--- config.mk ---
export PLATFORM = sky130hd
export DESIGN_NAME = float_to_pcm_quantizer_core
export DESIGN_NICKNAME = d
export VERILOG_FILES = /design/src/hdl/ftpq_pkg.sv /design/src/hdl/ftpq_quant.sv /design/src/hdl/float_to_pcm_quantizer_core.sv
export SDC_FILE = /design/constraint.sdc
export NUM_CORES = 1
export LEC_CHECK = 0
export ABC_AREA = 1
export BUFFER_PORTS_ARGS = -buffer_cell sky130_fd_sc_hd__buf_2
export CAP_MARGIN = 40
export CORE_MARGIN = 2
export CORE_UTILIZATION = 30
export CTS_CLUSTER_DIAMETER = 40
export CTS_CLUSTER_SIZE = 20
export DETAILED_ROUTE_END_ITERATION = 10
export PLACE_DENSITY = 0.51
export SYNTH_ARGS = -nofsm -noshare
export SYNTH_HDL_FRONTEND = slang
export SYNTH_HIERARCHICAL = 1
export SYNTH_SLANG_ARGS = --single-unit
export TNS_END_PERCENT = 30
--- constraint.sdc ---
create_clock -name clk -period 7.85 [get_ports clk]
set_clock_uncertainty 0.05 [all_clocks]
set_input_delay 0.3925 -clock clk [delete_from_list [all_inputs] [get_ports clk]]
set_output_delay 0.3925 -clock clk [all_outputs]
set_load 0.01 [all_outputs]
--- src/hdl/ftpq_pkg.sv ---
// Shared types and constants for the float to PCM quantiser
`timescale 1ns / 1ps
`default_nettype none
package ftpq_pkg;

	typedef enum logic [1:0] {
		FMT_FLOAT = 2'd0,
		FMT_S32   = 2'd1,
		FMT_S24   = 2'd2,
		FMT_S16   = 2'd3
	} fmt_t;

	localparam logic [1:0] REG_OUT_FMT = 2'd0;

	typedef struct packed {
		logic        neg;
		logic [7:0]  expo;
		logic [22:0] man;
	} f32_t;

endpackage
`default_nettype wire

--- src/hdl/ftpq_quant.sv ---
// Combinational scale, round-to-nearest-even and saturate of one float sample, with mute and float passthrough
`timescale 1ns / 1ps
`default_nettype none
module ftpq_quant
	import ftpq_pkg::*;
(
	input  wire logic [31:0] sample_bits,
	input  wire logic        mute,
	input  wire fmt_t        fmt,
	output logic      [31:0] pcm_word
);

	f32_t        f;
	logic [23:0] m;
	logic [8:0]  e_off;     // biased exponent, with 1 for zero and subnormals
	logic [4:0]  k;
	logic signed [9:0] sh;
	logic [5:0]  n;
	logic [55:0] wide;
	logic [55:0] shl;
	logic [31:0] q;
	logic        g, st, rnd_up, sat;
	logic [32:0] mag;
	logic [32:0] pos_lim, neg_lim;
	logic [31:0] qv;

	always_comb begin
		f = f32_t'(sample_bits);
		m = (f.expo == 8'd0) ? {1'b0, f.man} : {1'b1, f.man};
		unique case (fmt)
			FMT_S32: k = 5'd31;
			FMT_S24: k = 5'd23;
			default: k = 5'd15;
		endcase
		e_off = (f.expo == 8'd0) ? 9'd1 : {1'b0, f.expo};
		sh = $signed({1'b0, e_off}) - 10'sd150 + $signed({5'd0, k});
		n = 6'd0;
		wide = '0;
		shl = '0;
		q = '0;
		g = 1'b0;
		st = 1'b0;
		sat = 1'b0;
		if (f.expo == 8'hFF || sh >= 10'sd32) begin
			sat = 1'b1;
		end else if (sh >= 10'sd0) begin
			shl = {32'd0, m} << sh[4:0];
			q = shl[31:0];
			// anything above bit 31 is far past every limit
			sat = |shl[55:32];
		end else if (sh >= -10'sd25) begin
			n = 6'(-sh);
			// keep 24 fraction bits below the point
			wide = {8'd0, m, 24'd0} >> n;
			q = wide[55:24];
			g = wide[23];
			st = |wide[22:0];
		end
		rnd_up = g & (st | q[0]);
		pos_lim = (33'd1 << k) - 33'd1;
		neg_lim = 33'd1 << k;
		mag = sat ? neg_lim : ({1'b0, q} + {32'd0, rnd_up});
		if (f.neg) begin
			if (mag > neg_lim) mag = neg_lim;
			qv = 32'd0 - mag[31:0];
		end else begin
			if (mag > pos_lim) mag = pos_lim;
			qv = mag[31:0];
		end
		if (f.expo == 8'hFF && f.man != 23'd0) qv = '0;
		if (mute) pcm_word = '0;
		else if (fmt == FMT_FLOAT) pcm_word = sample_bits;
		else pcm_word = qv;
	end

endmodule
`default_nettype wire

--- src/hdl/float_to_pcm_quantizer_core.sv ---
// Top level: APB register, input register, quantiser and output skid
// An accepted input beat is registered in stage 1, quantised, then registered in stage 2 (via the skid if stalled).
// Throughput: one beat per cycle while in_stall is low; a stalled output still takes one beat into a skid slot.
// The single quantiser between input and result register sets the rate.
// Reset: arst_n clears valids and the output format to float passthrough.
`timescale 1ns / 1ps
`default_nettype none
module float_to_pcm_quantizer_core
	import ftpq_pkg::*;
(
	input  wire logic        clk,
	input  wire logic        arst_n,
	input  wire logic        psel,
	input  wire logic        penable,
	input  wire logic        pwrite,
	input  wire logic [1:0]  paddr,
	input  wire logic [31:0] pwdata,
	output logic      [31:0] prdata,
	output logic             pready,
	input  wire logic        in_valid,
	output logic             in_stall,
	input  wire logic [31:0] sample_bits,
	input  wire logic        mute,
	output logic             out_valid,
	input  wire logic        out_stall,
	output logic      [31:0] pcm_word
);

	fmt_t        fmt_q;
	logic        v_s1, v_s2, skid_v_q;
	logic [31:0] bits_s1, word_s2, skid_q, qword;
	logic        mute_s1, adv;

	assign pready = 1'b1;
	assign prdata = (paddr == REG_OUT_FMT) ? {30'd0, fmt_q} : 32'd0;

	always_ff @(posedge clk or negedge arst_n) begin
		if (!arst_n) fmt_q <= FMT_FLOAT;
		else if (psel && penable && pwrite && paddr == REG_OUT_FMT)
			fmt_q <= fmt_t'(pwdata[1:0]);
	end

	// stage 2 is free when empty or being taken; skid absorbs one beat
	assign adv = !v_s2 || !out_stall;
	assign in_stall = skid_v_q;

	ftpq_quant u_quant (
		.sample_bits(bits_s1), .mute(mute_s1), .fmt(fmt_q), .pcm_word(qword)
	);

	always_ff @(posedge clk or negedge arst_n) begin
		if (!arst_n) begin
			v_s1 <= 1'b0;
			v_s2 <= 1'b0;
			skid_v_q <= 1'b0;
		end else begin
			if (adv) begin
				v_s2 <= skid_v_q | v_s1;
				v_s1 <= in_valid & !in_stall;
				// a full skid drains to stage 2 and takes the stage 1 beat
				skid_v_q <= skid_v_q & v_s1;
			end else if (!skid_v_q) begin
				// hold stage 2, park stage 1 result in skid
				skid_v_q <= v_s1;
				v_s1 <= in_valid;
			end
		end
	end

	always_ff @(posedge clk) begin
		if (adv) begin
			word_s2 <= skid_v_q ? skid_q : qword;
			if (skid_v_q) skid_q <= qword;
		end else if (!skid_v_q) begin
			skid_q <= qword;
		end
		if (!in_stall) begin
			bits_s1 <= sample_bits;
			mute_s1 <= mute;
		end
	end

	assign out_valid = v_s2;
	assign pcm_word  = word_s2;

endmodule
`default_nettype wire

### Word-level counts from Yosys, hierarchy flattened

Index checks and enable logic that the tools add are counted.

* add/sub/neg operators: 6
* magnitude comparators: 5
* eq/ne operators: 5
* shift operators: 3
* mux-type cells: 30
* bitwise logic cells: 5
* reduce and logical (&&, ||, !) cells: 15

Operators by type and width (number)
* 2-to-1 mux 32 bit: 13
* > comparator 33 bit: 2
* left shift 24 x 5 -> 56 bit: 1
* right shift 48 x 6 -> 56 bit: 1
* adder 32 x 1 -> 33 bit: 1
* 2-to-1 mux 33 bit: 1
* left shift 1 x 5 -> 33 bit, first input constant: 1
* subtractor 33 x 1 -> 33 bit, second input constant: 1
* subtractor 1 x 32 -> 32 bit, first input constant: 1
* 2-to-1 mux 24 bit: 1
* OR reduction 24 bit: 1
* nonzero test 23 bit: 1
* OR reduction 23 bit: 1
* 2-to-1 mux 1 bit: 12
* adder 10 x 6 -> 10 bit: 1
* greater-or-equal comparator 10 x 1 -> 1 bit, second input constant: 1
* greater-or-equal comparator 10 x 6 -> 1 bit, second input constant: 1
* greater-or-equal comparator 10 x 7 -> 1 bit, second input constant: 1
* one-hot mux 5 bit (2 select lines): 1
* subtractor 9 x 8 -> 10 bit, second input constant: 1
* == test 8 bit, second input constant: 1
* logical NOT 8 bit: 1
* 2-to-1 mux 8 bit: 1
* negation 6 bit: 1
* other kinds (11): 21

* register bits: 102
* bits of input ports: 74
* output and inout bits: 67
* logic and storage cells: 77

### Depth between registers and ports, before layout

* word-level depth: 24
* mapped depth: 55
* mapped depth without buffers: 52

### Hierarchy

The synthesis kept the hierarchy.

By module, submodules not included
* ftpq_quant: instances 1, cells each 1720, area an instance 8381.8 µm², seq. area each 0.0 µm²
* float_to_pcm_quantizer_core: instances 1, cells each 335, area an instance 4232.8 µm², seq. area each 3037.9 µm²

### Worst setup path after synthesis

Ideal clock, no wire load.

* kind: register to register
* start point: register bits_s1[24]
* end point: register word_s2[8], in the netlist pcm_word[8] (data pin)
* library setup time: 267 ps
* arrival time: 5468 ps
* required time: 7533 ps
* setup slack: 2066 ps
* cell stages (with the launch flop): 43
* buffers on the path: 4
* period minus slack after synthesis: 5784 ps
* cells stage by stage: edfxtp_1 inv_2 buf_1 nand2_1 nand2_1 ha_1 clkinv_1 nand2_1 nand3_1 nand2_1 nor2_1 nand3_4 nand2_4 nand3_1 inv_1 nand2_1 nor2_1 nand2_1 [7 not listed] nand2_1 nor3_1 nand2_1 nor3_2 nand3_2 nand2_4 buf_8 buf_6 buf_4 nand2_1 ha_1 nand2_1 nor2_2 xor2_1 o21ai_1 a21oi_1 nand2_1 o21ai_0

* cells in the longest elaborated chain, start to end: 23
* elaborated cells on any way between the ends: 42
* classes of those cells: 5 x add/sub; 5 x order compare; 1 x eq/ne; 2 x shift; 22 x mux; 2 x bitwise; 5 x reduce/logical

RTL lines
* start: declaration: line float_to_pcm_quantizer_core.sv:31 `logic [31:0] bits_s1, word_s2, skid_q, qword;`
* start signal: assignment: line float_to_pcm_quantizer_core.sv:78 `bits_s1 <= sample_bits;`
* logical NOT 8 bit: line ftpq_quant.sv:29, ftpq_quant.sv:35
* 2-to-1 mux 8 bit: line ftpq_quant.sv:35 `e_off = (f.expo == 8'd0) ? 9'd1 : {1'b0, f.expo};`
* subtractor 9 x 8 -> 10 bit: line ftpq_quant.sv:36 `sh = $signed({1'b0, e_off}) - 10'sd150 + $signed({5'd0, k});`
* adder 10 x 6 -> 10 bit: line ftpq_quant.sv:36
* negation 6 bit: line ftpq_quant.sv:52 `n = 6'(-sh);`
* right shift 48 x 6 -> 56 bit: line ftpq_quant.sv:54 `wide = {8'd0, m, 24'd0} >> n;`
* OR reduction 23 bit: line ftpq_quant.sv:57 `st = |wide[22:0];`
* 2-to-1 mux 1 bit: line ftpq_quant.sv:51 `end else if (sh >= -10'sd25) begin`
* [8 not listed]
* 2-to-1 mux 32 bit: line ftpq_quant.sv:63 `if (f.neg) begin`
* subtractor 1 x 32 -> 32 bit: line ftpq_quant.sv:65 `qv = 32'd0 - mag[31:0];`
* 2-to-1 mux 32 bit: line ftpq_quant.sv:63
* 2-to-1 mux 32 bit (*): line ftpq_quant.sv:70 `if (f.expo == 8'hFF && f.man != 23'd0) qv = '0;`
* 2-to-1 mux 32 bit (*): line ftpq_quant.sv:72 `else if (fmt == FMT_FLOAT) pcm_word = sample_bits;`
* 2-to-1 mux 32 bit (*): line ftpq_quant.sv:71 `if (mute) pcm_word = '0;`
* via qword[8]: line float_to_pcm_quantizer_core.sv:31
* 2-to-1 mux 32 bit (*)
* end signal: assignment: line float_to_pcm_quantizer_core.sv:72 `word_s2 <= skid_v_q ? skid_q : qword;`
* end: declaration: line float_to_pcm_quantizer_core.sv:31

Mark *: on every way through the listed nets, which the timed path passes. The rest lies on a longest branch. The select of a mux whose other input is x is not followed.
A chain may end at the register's enable or synchronous reset.

### Worst setup path in the final report

* start point: register bits_s1[28]
* end point: register word_s2[26], in the netlist pcm_word[26] (data pin)

Same word-level chain as after synthesis.

==> impl_metrics.yaml <==
logic_synthesis:
  yosys_register_bits: 102
  synth_common_cells: "nand2_1 (572), nand3_1 (440), inv_1 (183)"
  syn_inst: 2055
  synth_cell_types: 52
  synth_ff_type: "edfxtp_1"
  synth.area.top_cells: "edfxtp_1 (23%), nand3_1 (17%), nand2_1 (17%)"
  synth_top_cell_area_share: 0.231
  avgSynthCellArea_um2: 6.14
  ys_warn_count: 6
  synth-edff-count: 97
  yosysTopAreaCell: "edfxtp_1"
  ys_async_sr_fraction: 0.0490
  ys_seq_area_frac: 0.241
  syn_area_mm2: 0.0126
  synth_most_common_cell: "nand2_1"
critical_path:
  startpoint: "bits_s1[28]"
  cp.arrival_ns: 7.25
  cp_slowest_stage_delay_ns: 0.52
  r2r_end: "pcm_word[26]"
  worstSetupPathType: "flop to flop"
  start_kind: "flop"
  crit_end: "pcm_word[26]"
  crit_slowest_cell: "edfxtp_1"
  critPathCaptureType: "flop"
  reg2regPathDepth: 39
  crit_fanout: 22
  ff2ff_setup_slack_ns: 0.63
  cpMostUsedCell: "nand2_1"
  worstPathRequired_ns: 7.88
  regToRegStartpoint: "bits_s1[28]"
timing:
  worst_pin_slew_ns: 0.905
  fin_tns_setup_ns: 0
  holdWs_ns: 0.161
  maxSlewViolCount: 0
  finalCritPeriodShare: 0.920
  min_period_ns: 7.22
  relSlewSlack: 0.394
  hold_viol: 0
  setup_violations: 0
  rsz0062_at_grt: "no"
  fmax_ghz: 0.138
routing:
  avgRoutedWirePerCell_um: 19.6
  viasPerCell: 5.44
  met1_length_um: 24200
  ant_nets: 0
  met3_wirelength_um: 2870
  top_layer: "met4"
  drt_wl_total_um: 51600
  met2_length_um: 23500
  drt_iter0_drc: 1518
  drcViolationCount: 0
  via_count: 14300
  drt_first_pass_iters: 6
grt:
  grt_max_degree: 79
  grt_overflow: 0
  antenna_found_initial: 0
  grt_pass1_vias: 13100
  grt_use_total: 0.230
  grt_pass1_wl_um: 77800
clock_network:
  cts_max_level: 3
  cts_sinks: 102
  root_buffer: "clkbuf_16"
  clock_tree.buffer_depth: 2
  tritoncts: "yes"
  clk_pin_slew_ns: 0.08
  insertion_delay_ns: 0.35
  cts_buffers: 9
placement:
  place_hpwl_um: 41500
  placed_cells: 2610
  dpl_cell_area_mm2: 0.0133
  place_congestion: 0.966
  numPortBuffers: 79
floorplanning:
  core_area_mm2: 0.0418
  fp.dieH_um: 209
  start_util: 0.302
  die-area_mm2: 0.0437
  rows: 75
  ioPinCount: 141
  dieWidth_um: 209
finish:
  stdcell_count: 2631
  drive_above_1_share: 0.120
  nets: 2200
  area_growth_pct: 8.97
  diodes: 0
  fin_area_mm2: 0.0137
flow_run:
  max_cap_viol_count: 0
min_path:
  hold_class: "input pin to flop"
outcome:
  status: "finished, final reports clean"
==> sequential cells by signal (all words and copies together) (netlist names) <==
signal     flops
bits_s1       32
pcm_word      32
skid_q        32
fmt_q          2
in_stall       1
mute_s1        1
out_valid      1
v_s1           1
==> metal layers <==
metal  vias up  GRT usage
li1       6958          -
met3        62     0.0207
met1      6774      0.330
met4         0     0.0559
met5         -          0
met2       516      0.372
==> what timing repair did <==
action / in CTS / in global routing
setup buffers: 0 / 3
hold endpoints to repair: 5 / 0
hold buffers: 1 / 0
endpoints found under the setup margin: 0 / 42
resized for setup: 0 / 12
==> critical path, delay by kind of cell (launching register included) <==
| kind | cells | cell delay, ns |
|---|---|---|
| XOR/XNOR | 1 | 0.20 |
| flip-flops | 1 | 0.52 |
| AND/OR/NAND/NOR | 31 | 4.76 |
| adder cells (fa/ha/maj) | 1 | 0.31 |
| AO/OA/AOI/OAI | 3 | 0.41 |
| buffers and inverters | 3 | 0.69 |
==> cells by family (layout without fill, tap and decap cells) <==
| group | after synthesis | in the layout | share of synthesized area |
|---|---|---|---|
| simple gates | 1285 | 1286 | 0.464 |
| buf+inv | 336 | 343 | 0.124 |
| compound gates | 279 | 279 | 0.124 |
| flops | 102 | 102 | 0.241 |
| fa+ha+maj | 39 | 39 | 0.0387 |
| xor+xnor | 10 | 10 | 0.00694 |
| other cells | 4 | 33 | 0.00119 |
==> stage by stage <==
stage,worst slack (ns),util
CTS,0.496,0.327
detailed placement,0.526,0.319
global route,0.0164,0.329
global placement,0.562,0.318
finish,0.626,0.329
floorplan,2.07,-
==> worst min path at each step <==
stage / endpoint / cells after the start / start / slack, ns
floorplan: fmt_q[0] / 0 / arst_n / 0.05
global placement: fmt_q[1] / 1 / arst_n / 0.17
detailed placement: fmt_q[0] / 1 / arst_n / 0.17
CTS: bits_s1[9] / 1 / sample_bits[9] / 0.15
global route: bits_s1[10] / 1 / sample_bits[10] / 0.15
finish: bits_s1[2] / 1 / sample_bits[2] / 0.16
==> placed cells by master, fill, tap and decap left out, types with 3 or more instances in the layout <==
master and instances:
a211oi_1 3, a21oi_1 85, a21oi_2 4, a31oi_1 3, buf_2 79, buf_4 39
clkbuf_16 9, clkinv_1 6, conb_1 33, dfrtp_1 5, edfxtp_1 97, ha_1 39
inv_1 182, inv_2 17, nand2_1 572, nand2_2 22, nand2_4 4, nand3_1 438
nand3_2 16, nand4_1 54, nor2_1 128, nor2_2 17, nor2_4 5, nor3_1 10
nor3_2 3, nor4_1 8, o211ai_1 8, o21ai_0 97, o21ai_1 41, o21ai_2 19
o41ai_1 4, xor2_1 10
==> area by class of cell <==
class,count,area (µm²)
clock buffers,9,225
clock inverters,7,100
fillers,4707,28000
inverters,205,769
multi-input cells,1647,8170
flip-flops and latches,102,3040
well taps,539,674
repair buffers,122,764
Power is left out: the tool's default activity adds up to more than one toggle a clock period on the data nets, which glitch-free logic cannot reach.
